<file path="src/design/printable_vigenere_cipher_defines.svh">
// Assertion helpers for the printable Vigenere cipher.
`ifndef PRINTABLE_VIGENERE_CIPHER_DEFINES_SVH
`define PRINTABLE_VIGENERE_CIPHER_DEFINES_SVH

`ifndef SYNTH

// Same-cycle implication, checked outside reset.
`define PVC_ASSERT_NOW(label, clk, rst, cond, prop) \
   label: assert property (@(posedge clk) disable iff (rst) (cond) |-> (prop)) \
      else $error("pvc check failed");

// Next-cycle implication, checked outside reset.
`define PVC_ASSERT_NEXT(label, clk, rst, cond, prop) \
   label: assert property (@(posedge clk) disable iff (rst) (cond) |=> (prop)) \
      else $error("pvc check failed");

`else

`define PVC_ASSERT_NOW(label, clk, rst, cond, prop)
`define PVC_ASSERT_NEXT(label, clk, rst, cond, prop)

`endif

`endif

</file>
<file path="src/design/pvc_pkg.sv">
package pvc_pkg;

   localparam int KEY_DEPTH = 256;
   localparam int KEY_AW    = (KEY_DEPTH > 1) ? $clog2(KEY_DEPTH) : 1;
   localparam int LEN_W     = $clog2(KEY_DEPTH + 1);

   localparam logic [7:0] CODE_LOW  = 8'd32;
   localparam logic [7:0] CODE_HIGH = 8'd126;
   localparam logic [7:0] CODE_SPAN = 8'd95;
   localparam logic [7:0] ESC_BYTE  = 8'd27;
   localparam logic [7:0] ESC_END   = 8'h6d;   // 'm'

   typedef enum logic [1:0] {
      OP_CLEAR  = 2'd0,
      OP_APPEND = 2'd1,
      OP_TEXT   = 2'd2,
      OP_REWIND = 2'd3
   } opcode_type;

   // Key memory access issued by the control stage.
   typedef struct packed {
      logic              we;
      logic [KEY_AW-1:0] waddr;
      logic [6:0]        wdata;
      logic              re;
      logic [KEY_AW-1:0] raddr;
   } key_ram_req_type;

   // Text byte waiting for its key byte.
   typedef struct packed {
      logic       valid;
      logic       pass;
      logic       decrypt;
      logic [7:0] data;
   } text_item_type;

endpackage

</file>
<file path="src/design/pvc_key_ram.sv">
module pvc_key_ram (
   input  logic                   clock,
   input  pvc_pkg::key_ram_req_type ram_req,
   output logic [6:0]             rd_data
);

   logic [6:0] key_mem_ff [pvc_pkg::KEY_DEPTH];
   logic [6:0] rd_data_ff;

   always_ff @(posedge clock) begin
      if (ram_req.we) begin
         key_mem_ff[ram_req.waddr] <= ram_req.wdata;
      end
   end

   // Hold read data when no read is issued so a stalled item keeps its key.
   always_ff @(posedge clock) begin
      if (ram_req.re) begin
         rd_data_ff <= key_mem_ff[ram_req.raddr];
      end
   end

   assign rd_data = rd_data_ff;

endmodule

</file>
<file path="src/design/pvc_key_ctrl.sv">
module pvc_key_ctrl (
   input  logic                      clock,
   input  logic                      reset,
   input  logic                      req_tvalid,
   output logic                      req_tready,
   input  logic [7:0]                req_tdata,
   input  logic [2:0]                req_tuser,
   input  logic                      shift_adv,
   output pvc_pkg::key_ram_req_type  ram_req,
   output pvc_pkg::text_item_type    item
);

   logic [pvc_pkg::LEN_W-1:0]  key_len_ff, key_len_in;
   logic [pvc_pkg::KEY_AW-1:0] key_pos_ff, key_pos_in;
   logic                       in_esc_ff, in_esc_in;
   pvc_pkg::text_item_type     item_ff, item_in;

   pvc_pkg::opcode_type        opcode;
   logic [7:0]                 data_byte;
   logic                       accept;
   logic                       printable;
   logic [pvc_pkg::KEY_AW-1:0] pos_eff;
   logic [pvc_pkg::LEN_W-1:0]  pos_next;

   assign opcode    = pvc_pkg::opcode_type'(req_tuser[1:0]);
   assign data_byte = req_tdata;
   assign req_tready = !item_ff.valid || shift_adv;
   assign accept    = req_tvalid && req_tready;
   assign printable = (data_byte >= pvc_pkg::CODE_LOW) && (data_byte <= pvc_pkg::CODE_HIGH);

   always_comb begin
      if (pvc_pkg::LEN_W'(key_pos_ff) >= key_len_ff) begin
         pos_eff = '0;
      end else begin
         pos_eff = key_pos_ff;
      end
      pos_next = pvc_pkg::LEN_W'(pos_eff) + pvc_pkg::LEN_W'(1);
   end

   always_comb begin
      key_len_in    = key_len_ff;
      key_pos_in    = key_pos_ff;
      in_esc_in     = in_esc_ff;
      item_in       = item_ff;
      ram_req.we    = 1'b0;
      ram_req.waddr = pvc_pkg::KEY_AW'(key_len_ff);
      ram_req.wdata = data_byte[6:0];
      ram_req.re    = 1'b0;
      ram_req.raddr = pos_eff;

      // Drop the held item once the output side takes it.
      if (shift_adv) begin
         item_in.valid = 1'b0;
      end

      if (accept) begin
         item_in.valid   = 1'b0;
         item_in.pass    = 1'b0;
         item_in.decrypt = req_tuser[2];
         item_in.data    = data_byte;
         case (opcode)
            pvc_pkg::OP_CLEAR: begin
               key_len_in = '0;
               key_pos_in = '0;
               in_esc_in  = 1'b0;
            end
            pvc_pkg::OP_APPEND: begin
               if (in_esc_ff) begin
                  if (data_byte == pvc_pkg::ESC_END) begin
                     in_esc_in = 1'b0;
                  end
               end else if (data_byte == pvc_pkg::ESC_BYTE) begin
                  in_esc_in = 1'b1;
               end else if (printable &&
                            (key_len_ff < pvc_pkg::LEN_W'(pvc_pkg::KEY_DEPTH))) begin
                  ram_req.we = 1'b1;
                  key_len_in = key_len_ff + pvc_pkg::LEN_W'(1);
               end
            end
            pvc_pkg::OP_TEXT: begin
               if (key_len_ff == '0) begin
                  item_in.valid = 1'b1;
                  item_in.pass  = 1'b1;
               end else if (printable) begin
                  item_in.valid = 1'b1;
                  ram_req.re    = 1'b1;
                  if (pos_next >= key_len_ff) begin
                     key_pos_in = '0;
                  end else begin
                     key_pos_in = pvc_pkg::KEY_AW'(pos_next);
                  end
               end
            end
            pvc_pkg::OP_REWIND: begin
               key_pos_in = '0;
            end
            default: begin
               key_pos_in = key_pos_ff;
            end
         endcase
      end
   end

   always_ff @(posedge clock) begin
      if (reset) begin
         key_len_ff    <= '0;
         key_pos_ff    <= '0;
         in_esc_ff     <= 1'b0;
         item_ff.valid <= 1'b0;
      end else begin
         key_len_ff    <= key_len_in;
         key_pos_ff    <= key_pos_in;
         in_esc_ff     <= in_esc_in;
         item_ff.valid <= item_in.valid;
      end
      item_ff.pass    <= item_in.pass;
      item_ff.decrypt <= item_in.decrypt;
      item_ff.data    <= item_in.data;
   end

   assign item = item_ff;

endmodule

</file>
<file path="src/design/pvc_shift.sv">
module pvc_shift (
   input  logic                   clock,
   input  logic                   reset,
   input  pvc_pkg::text_item_type item,
   input  logic [6:0]             key_byte,
   output logic                   shift_adv,
   output logic                   rsp_tvalid,
   input  logic                   rsp_tready,
   output logic [7:0]             rsp_tdata,
   output logic                   rsp_tuser
);

   logic       out_valid_ff, out_valid_in;
   logic [7:0] out_byte_ff, out_byte_in;
   logic       out_pass_ff, out_pass_in;

   logic [6:0] text_ofs;
   logic [6:0] key_ofs;
   logic [7:0] sum;
   logic [7:0] shifted;

   assign shift_adv = item.valid && (!out_valid_ff || rsp_tready);

   // Offsets into the printable range, both 0..94.
   assign text_ofs = item.data[6:0] - pvc_pkg::CODE_LOW[6:0];
   assign key_ofs  = key_byte - pvc_pkg::CODE_LOW[6:0];

   always_comb begin
      if (item.decrypt) begin
         sum = {1'b0, text_ofs} - {1'b0, key_ofs};
         if (text_ofs < key_ofs) begin
            sum = sum + pvc_pkg::CODE_SPAN;
         end
      end else begin
         sum = {1'b0, text_ofs} + {1'b0, key_ofs};
         if (sum >= pvc_pkg::CODE_SPAN) begin
            sum = sum - pvc_pkg::CODE_SPAN;
         end
      end
      shifted = sum + pvc_pkg::CODE_LOW;
   end

   always_comb begin
      out_valid_in = out_valid_ff;
      out_byte_in  = out_byte_ff;
      out_pass_in  = out_pass_ff;
      if (rsp_tready) begin
         out_valid_in = 1'b0;
      end
      if (shift_adv) begin
         out_valid_in = 1'b1;
         out_pass_in  = item.pass;
         out_byte_in  = item.pass ? item.data : shifted;
      end
   end

   always_ff @(posedge clock) begin
      if (reset) begin
         out_valid_ff <= 1'b0;
      end else begin
         out_valid_ff <= out_valid_in;
      end
   end

   always_ff @(posedge clock) begin
      out_byte_ff <= out_byte_in;
      out_pass_ff <= out_pass_in;
   end

   assign rsp_tvalid = out_valid_ff;
   assign rsp_tdata  = out_byte_ff;
   assign rsp_tuser  = out_pass_ff;

endmodule

</file>
<file path="src/design/printable_vigenere_cipher.sv">
// Channel    Direction  tdata (low bit up)   tuser (low bit up)
// req_       in         data_byte[7:0]       opcode[1:0], decrypt[2]
// rsp_       out        out_byte[7:0]        passed_through[0]
//
// One request per cycle, sustained while the response side accepts. A text byte's result is
// registered first by the key memory read, then in the output register.
// Reset empties the key at once; the key memory needs no clearing pass.
// A stalled response holds the output register, then the key-read stage,
// and then req_tready drops.
`include "printable_vigenere_cipher_defines.svh"

module printable_vigenere_cipher (
   input  logic       clock,
   input  logic       reset,
   input  logic       req_tvalid,
   output logic       req_tready,
   input  logic [7:0] req_tdata,   // data_byte[7:0]
   input  logic [2:0] req_tuser,   // opcode[1:0], decrypt[2]
   output logic       rsp_tvalid,
   input  logic       rsp_tready,
   output logic [7:0] rsp_tdata,   // out_byte[7:0]
   output logic       rsp_tuser    // passed_through[0]
);

   pvc_pkg::key_ram_req_type ram_req;
   pvc_pkg::text_item_type   item;
   logic [6:0]               key_byte;
   logic                     shift_adv;

   pvc_key_ctrl u_ctrl (
      .clock      (clock),
      .reset      (reset),
      .req_tvalid (req_tvalid),
      .req_tready (req_tready),
      .req_tdata  (req_tdata),
      .req_tuser  (req_tuser),
      .shift_adv  (shift_adv),
      .ram_req    (ram_req),
      .item       (item)
   );

   pvc_key_ram u_ram (
      .clock   (clock),
      .ram_req (ram_req),
      .rd_data (key_byte)
   );

   pvc_shift u_shift (
      .clock      (clock),
      .reset      (reset),
      .item       (item),
      .key_byte   (key_byte),
      .shift_adv  (shift_adv),
      .rsp_tvalid (rsp_tvalid),
      .rsp_tready (rsp_tready),
      .rsp_tdata  (rsp_tdata),
      .rsp_tuser  (rsp_tuser)
   );

   // A key write and a key read never share a cycle.
   `PVC_ASSERT_NOW(a_no_rw_overlap, clock, reset, ram_req.we, !ram_req.re)
   // A stalled text item stays in the key-read stage.
   `PVC_ASSERT_NEXT(a_item_held, clock, reset, item.valid && !shift_adv, item.valid)
   // An empty key-read stage always takes a request.
   `PVC_ASSERT_NOW(a_ready_when_empty, clock, reset, !item.valid, req_tready)

endmodule

</file>
<file path="config.mk">
export PLATFORM = sky130hd
export DESIGN_NAME = printable_vigenere_cipher
export DESIGN_NICKNAME = d
export VERILOG_FILES = /design/src/design/pvc_pkg.sv /design/src/design/pvc_key_ram.sv /design/src/design/pvc_key_ctrl.sv /design/src/design/pvc_shift.sv /design/src/design/printable_vigenere_cipher.sv
export VERILOG_INCLUDE_DIRS = /design/src /design/src/design
export SDC_FILE = /design/constraint.sdc
export NUM_CORES = 2
export LEC_CHECK = 0
export BUFFER_PORTS_ARGS = -buffer_cell sky130_fd_sc_hd__buf_2
export CELL_PAD_IN_SITES_DETAIL_PLACEMENT = 1
export CELL_PAD_IN_SITES_GLOBAL_PLACEMENT = 1
export CORE_UTILIZATION = 57
export CTS_BUF_LIST = sky130_fd_sc_hd__clkbuf_8
export DETAILED_ROUTE_END_ITERATION = 12
export PLACE_DENSITY_LB_ADDON = 0.12
export SYNTH_ARGS = -nofsm -noshare
export SYNTH_HDL_FRONTEND = slang
export SYNTH_SLANG_ARGS = --single-unit
</file>
<file path="constraint.sdc">
create_clock -name clock -period 5.7 [get_ports clock]
set_input_delay 0.855 -clock clock [delete_from_list [all_inputs] [get_ports clock]]
set_output_delay 0.855 -clock clock [all_outputs]
set_load 0.01 [all_outputs]
</file>
== After elaboration in Yosys (flattened, before gate mapping) ==
Memories as Yosys holds them, arrays and structs flattened. A register that Yosys moved wholly into a read port is not among the register bits.
Cells that the tools add are included.
Word-level totals
  register bits: 39
  latch bits: 0
  RAM bits: 1792
  ROM bits: 0
  output and inout port bits: 11
  logic and storage cells: 90
  memories: 1
Cells by class
  add/subtract/negate cells: 9
  $mul: 0
  divide/modulo/power cells: 0
  order comparisons: 7
  equality and inequality tests: 10
  shift-type cells: 0
  multiplexer cells: 35
  bitwise operators: 0
  reduce and logical (&&, ||, !) cells: 18
Memories
  u_ram.key_mem_ff: depth 256, bits a word 7, read ports 1, clocked after memory_dff 1, wr ports 1, RTL line pvc_key_ram.sv:7  | logic [6:0] key_mem_ff [pvc_pkg::KEY_DEPTH];
Operators by type and width (number)
  $mux 8: 8
  $mux 9: 3
  $mux 1: 19
  $pmux 9 s2: 1
  $pmux 8 s2: 1
  $sub 7x6->7 const B: 2
  $mux 11: 1
  $add 8x1->9 const B: 1
  $add 9x1->9 const B: 1
  $ge 8x9->1: 1
  $ge 9x9->1: 1
  $logic_not 9->1: 1
  $lt 9x9->1 const B: 1
  $add 7x7->8: 1
  $add 8x6->8 const B: 1
  $add 8x7->8 const B: 1
  $eq 8x5->1 const B: 1
  $eq 8x7->1 const B: 1
  $ge 8x6->1 const B: 1
  $ge 8x7->1 const B: 1
  $le 8x7->1 const B: 1
  $reduce_bool 2->1: 4
  $sub 7x7->8: 1
  $sub 8x7->8 const B: 1
  other kinds (15): 24

== Depth between registers and ports, before layout ==
  depth after elaboration: 10
  mapped depth: 23
  mapped depth without buffers: 18

== Modules after synthesis ==
From an unflattened synthesis, not the netlist that was laid out.
Second synthesis, totals
  cells, all modules: 3784
  area total of the unflattened synthesis: 73843.3 um^2
Modules (own cells, without submodules)
  pvc_key_ram: times used 1, cells each 3381, area an instance 70267.4 um^2, seq. area each 54021.8 um^2
  pvc_key_ctrl: times used 1, cells each 210, area an instance 1965.6 um^2, seq. area each 680.7 um^2
  pvc_shift: times used 1, cells each 193, area an instance 1610.3 um^2, seq. area each 290.3 um^2

== Worst setup path after synthesis ==
Ideal clock, no wire load.
  path type: reg-to-reg
  start point: register u_ctrl.key_pos_ff[0] (netlist name)
  end point: register u_ctrl.key_pos_ff[0] (netlist name)
  library setup time: 0.137 ns
  data arrival time: 4.372 ns
  required time: 5.563 ns
  path slack: 1.192 ns
  stages on the path, launching flop included: 24
  buffers on the path: 6
  period minus slack after synthesis: 4.508 ns
  cell sequence: dfxtp_1 > buf_4 > clkinv_1 > clkbuf_1 > clkbuf_1 > ha_1 > nor2b_1 > o21a_1 > clkbuf_1 > o211ai_4 > inv_2 > buf_4 > clkbuf_1 > ha_1 > and3_1 > nand3_1 > xor2_1 > nor2_1 > ha_1 > o21ai_0 > a21oi_1 > nor3_1 > o211ai_1 > o21ai_0
Between the ends
  longest elaborated chain between the ends: 8
Ends and longest elaborated chain
  from (decl): RTL line pvc_key_ctrl.sv:14  | logic [pvc_pkg::KEY_AW-1:0] key_pos_ff, key_pos_in;
  from (signal assigned): RTL line pvc_key_ctrl.sv:112  | key_pos_ff <= key_pos_in;
  $ge 8x9->1: RTL line pvc_key_ctrl.sv:32  | if (pvc_pkg::LEN_W'(key_pos_ff) >= key_len_ff) begin
  $mux 8 *: RTL line pvc_key_ctrl.sv:32
  $add 8x1->9 *: RTL line pvc_key_ctrl.sv:37  | pos_next = pvc_pkg::LEN_W'(pos_eff) + pvc_pkg::LEN_W'(1);
  $ge 9x9->1: RTL line pvc_key_ctrl.sv:87  | if (pos_next >= key_len_ff) begin
  $mux 8 *: RTL line pvc_key_ctrl.sv:87
  $mux 8 *: RTL line pvc_key_ctrl.sv:84  | end else if (printable) begin
  $mux 8 *: RTL line pvc_key_ctrl.sv:81  | if (key_len_ff == '0) begin
  $pmux 8 s2 *: RTL line pvc_key_ctrl.sv:61  | case (opcode)
Every way passes the cells marked *; elsewhere a longest branch is shown, timed or not. The select of a mux whose other input is x is not followed.
A chain may end at the register's enable or synchronous reset.

== Final worst setup path ==
  start point: register u_ctrl.key_len_ff[6] (netlist name)
  end point: register u_ram.rd_data_ff[2], in the netlist u_ram.rd_data[2] (read register of u_ram.key_mem_ff) (data pin)
Between the ends
  longest elaborated chain between the ends: 4
  elaborated cells between the ends (all ways): 6
  classes of those cells: 1 x order compare; 4 x mux; 1 x reduce/logical
Ends and longest elaborated chain
  from (decl): RTL line pvc_key_ctrl.sv:13  | logic [pvc_pkg::LEN_W-1:0] key_len_ff, key_len_in;
  from (signal assigned): RTL line pvc_key_ctrl.sv:111  | key_len_ff <= key_len_in;
  branches (longest 4 deep; another with $ge 8x9->1)
  to (decl): RTL line pvc_key_ram.sv:8  | logic [6:0] rd_data_ff;
Parallel ways; which one is timed is not known.

==> impl_metrics.yaml <==
clocking:
  clock_latency_ps: 990
  root_buffer: "clkbuf_8"
  cts_setup_buffers: 0
  clk_pin_slew_ps: 70
  h-tree-depth: 5
  cts-buffers-inserted: 310
  clock_path_buffers: 4
  clock_sinks: 1838
  holdBufCountCts: 1
  cts_resized: 0
  cts_tree: "done"
die:
  pin_count: 26
  core_sq_um: 128000
  start_util_pct: 57.6
  dieArea_sq_um: 131000
  chipHeight_um: 361
  fp.dieW_um: 361
  rows: 131
route:
  drt_iter0_drc: 5825
  ant_nets: 0
  wl_per_cell_um: 34.0
  remaining_drc_errors: 0
  wirelength_mm: 227
  viasPerCell: 6.82
  drt_first_pass_iters: 6
  via_count: 45500
setup_path:
  cp_data_arrival_time_ps: 6510
  critPathKind: "reg2reg"
  worstPathRequired_ps: 6530
  cp-start-kind: "register"
  r2r_setup_slack_ps: 20
  rr_startpoint: "u_ctrl.key_len_ff[6]"
  r2r_cells: 12
  r2r_end: "u_ram.rd_data[2]"
  crit_fanout: 38
  cp-end-kind: "register"
sta:
  hold_viol: 0
  rsz0062_at_grt: "no"
  slew_headroom_pct: 3.72
  maxSlewViolCount: 0
  fin_skew_ps: 53.5
  post-route-min-period_ps: 5680
  finalSetupTns_ps: 0
  finalSetupViolCount: 0
  timing.fmax_mhz: 176
  worstMarginPinSlew_ps: 1440
  fin_crit_sh_pct: 99.6
power:
  netSwitchingFraction_pct: 21.4
  ir_worst_vdd_mv: 0.326
  leakagePower_nw: 25.4
  p_switching_mw: 5.58
  power.density_nw_per_um2: 319
  p_comb_share_pct: 1.8
  power_frac_seq_pct: 57.2
  internal_power_mw: 20.4
  clkPwrFrac_pct: 41.0
logic_synthesis:
  synth_top_cell_by_area: "edfxtp_1"
  synth_area_leaders: "edfxtp_1 74%, mux2i_1 3.3%, mux4_2 2.8%, nor2_1 2.3%, o21ai_0 1.4%"
  synth-edff-count: 1818
  ys.flop_type: "edfxtp_1"
  avgSynthCellArea_sq_um: 16.1
  synth_fp_nets: 4642
  synth_seq_cells: 1838
  netlist_area_sq_um: 73700
  yosys-top-cells-count: "1818 x edfxtp_1, 446 x nor2_1, 240 x mux2i_1"
  ys_seq_area_share_pct: 74.7
  synth_cells: 4583
  yosys.area.top_type_share_pct: 74.1
  async_flop_share_pct: 0
  synth_cell_type_count: 90
  ys.warnings.count: 0
  synth_most_common_cell: "edfxtp_1"
run:
  maxCapViolations: 0
final_layout:
  areaGrowthSynthToFinish_pct: 10.8
  finish.net_count: 4863
  finalNonFillerCells: 6673
  drive_above_1_share_pct: 15.4
placement:
  place_hpwl_mm: 140
  portBuffers: 25
  gp_congestion: 0.912
  dp.cells: 6153
global_routing:
  globalRouteTotalUtil_pct: 34.5
  antenna_found_initial: 11
  grt_busiest_layer: "met2"
  grt_pass1_vias: 46600
  use_met3_pct: 7.94
  grt.overflow.total: 0
  grtUsageMet2_pct: 53.6
  grt_pass1_wl_mm: 324
  grtUsageMet1_pct: 46.9
  grt_max_degree: 172
outcome:
  status: "completed"
min_path:
  worstHoldPathCells: 1
  hp-start: "req_tdata[6]"
  min_to: "u_ram.key_mem_ff[166][6]"
  hp-class: "in2reg"
==> power groups by stage <==
stage / clock network, mW / registers [mW] / logic [mW]
4_1_cts: 10.7 / 14.9 / 0.475
6_report: 10.7 / 14.9 / 0.475
3_3_place_gp: 0 / 15.2 / 0.455
2_1_floorplan: 0 / 15.2 / 0.140
3_5_place_dp: 0 / 15.2 / 0.474
5_1_grt: 11.2 / 14.9 / 0.505
==> worst max-delay path, cell delays in order (launching register included) <==
cell and delay, ps:
dfxtp_1 560, inv_1 220, ha_1 390, a211oi_2 370, o32a_1 520, o211ai_4 210, inv_2 450, buf_4 550
nand2_1 120, a311oi_1 350, o22ai_1 270, o31ai_1 1110, a2bb2o_1 310
==> cell families (layout without fill, tap and decap cells) <==
logic type	count (synthesis)	count (layout)	synth area share (%)
adder cells (fa/ha/maj)	44	44	0.768
AO/OA/AOI/OAI	1027	1027	9.80
flip-flops	1838	1838	74.7
other	0	3	0
XOR/XNOR	28	28	0.333
multiplexers	392	392	6.99
AND/OR/NAND/NOR	913	913	5.37
buffers and inverters	341	766	2.09
==> state kept, by name (all words and copies together) (netlist names), 7 cells and up <==
register	count
u_ctrl.key_pos_ff	8
u_ctrl.item	11
u_shift.rsp_tdata	8
u_ctrl.key_len_ff	9
u_ram.rd_data	7
u_ram.key_mem_ff	1792
==> stage by stage <==
step	util, %	setup slack (ps)	power (mW)	hold slack, ps	instance area, sq um
final	63.8	24.5	26.0	220	81600
after global routing	63.8	75.0	26.6	164	81600
after CTS	63.8	285	26.1	121	81600
after detailed placement	59.6	331	15.6	503	76200
after global placement	59.6	373	15.6	465	76200
after floorplan	-	1190	15.3	424	73700
==> final cells by class <==
class                           count  area, sq um
Sequential cell                  1838        55000
Fill cell                       11300        46200
Multi-Input combinational cell   2404        17200
Clock buffer                      317         4360
Tap cell                         1662         2080
Timing Repair Buffer              206         1730
Clock inverter                    199         1010
Inverter                           44          165
Antenna cell                        3         7.51
==> per-layer routing <==
layer | routed length (um) | vias up
li1 | - | 18700
met1 | 88300 | 23500
met2 | 106000 | 2730
met3 | 22400 | 559
met4 | 10100 | 12
met5 | 100 | -
==> worst max path at each step <==
| stage | from | endpoint | slack, ps | depth (start not counted) |
|---|---|---|---|---|
| after detailed placement | req_tdata[5] | u_ram.key_mem_ff[177][2] | 330 | 7 |
| after global placement | req_tdata[5] | u_ram.key_mem_ff[191][5] | 370 | 7 |
| after CTS | u_ctrl.key_len_ff[6] | u_ram.rd_data[2] | 290 | 12 |
| after floorplan | u_ctrl.key_pos_ff[0] | u_ctrl.key_pos_ff[0] | 1190 | 23 |
| final | u_ctrl.key_len_ff[6] | u_ram.rd_data[2] | 20 | 12 |
| after global routing | u_ctrl.key_len_ff[6] | u_ram.rd_data[2] | 70 | 12 |
==> layout by cell type, fill, tap and decap left out, types with 60 or more instances in the layout <==
cell and instances:
mux4_2 92, a211oi_1 102, a21oi_1 196, nand2_1 218, nor2_1 445, a221oi_1 91
mux2i_1 240, o221ai_1 70, buf_4 166, edfxtp_1 1818, mux2_2 60, clkbuf_8 317
o21ai_0 200, inv_1 136, nand3_1 97, a22oi_1 73, clkinv_1 65
(Power assumes the default switching activity.)
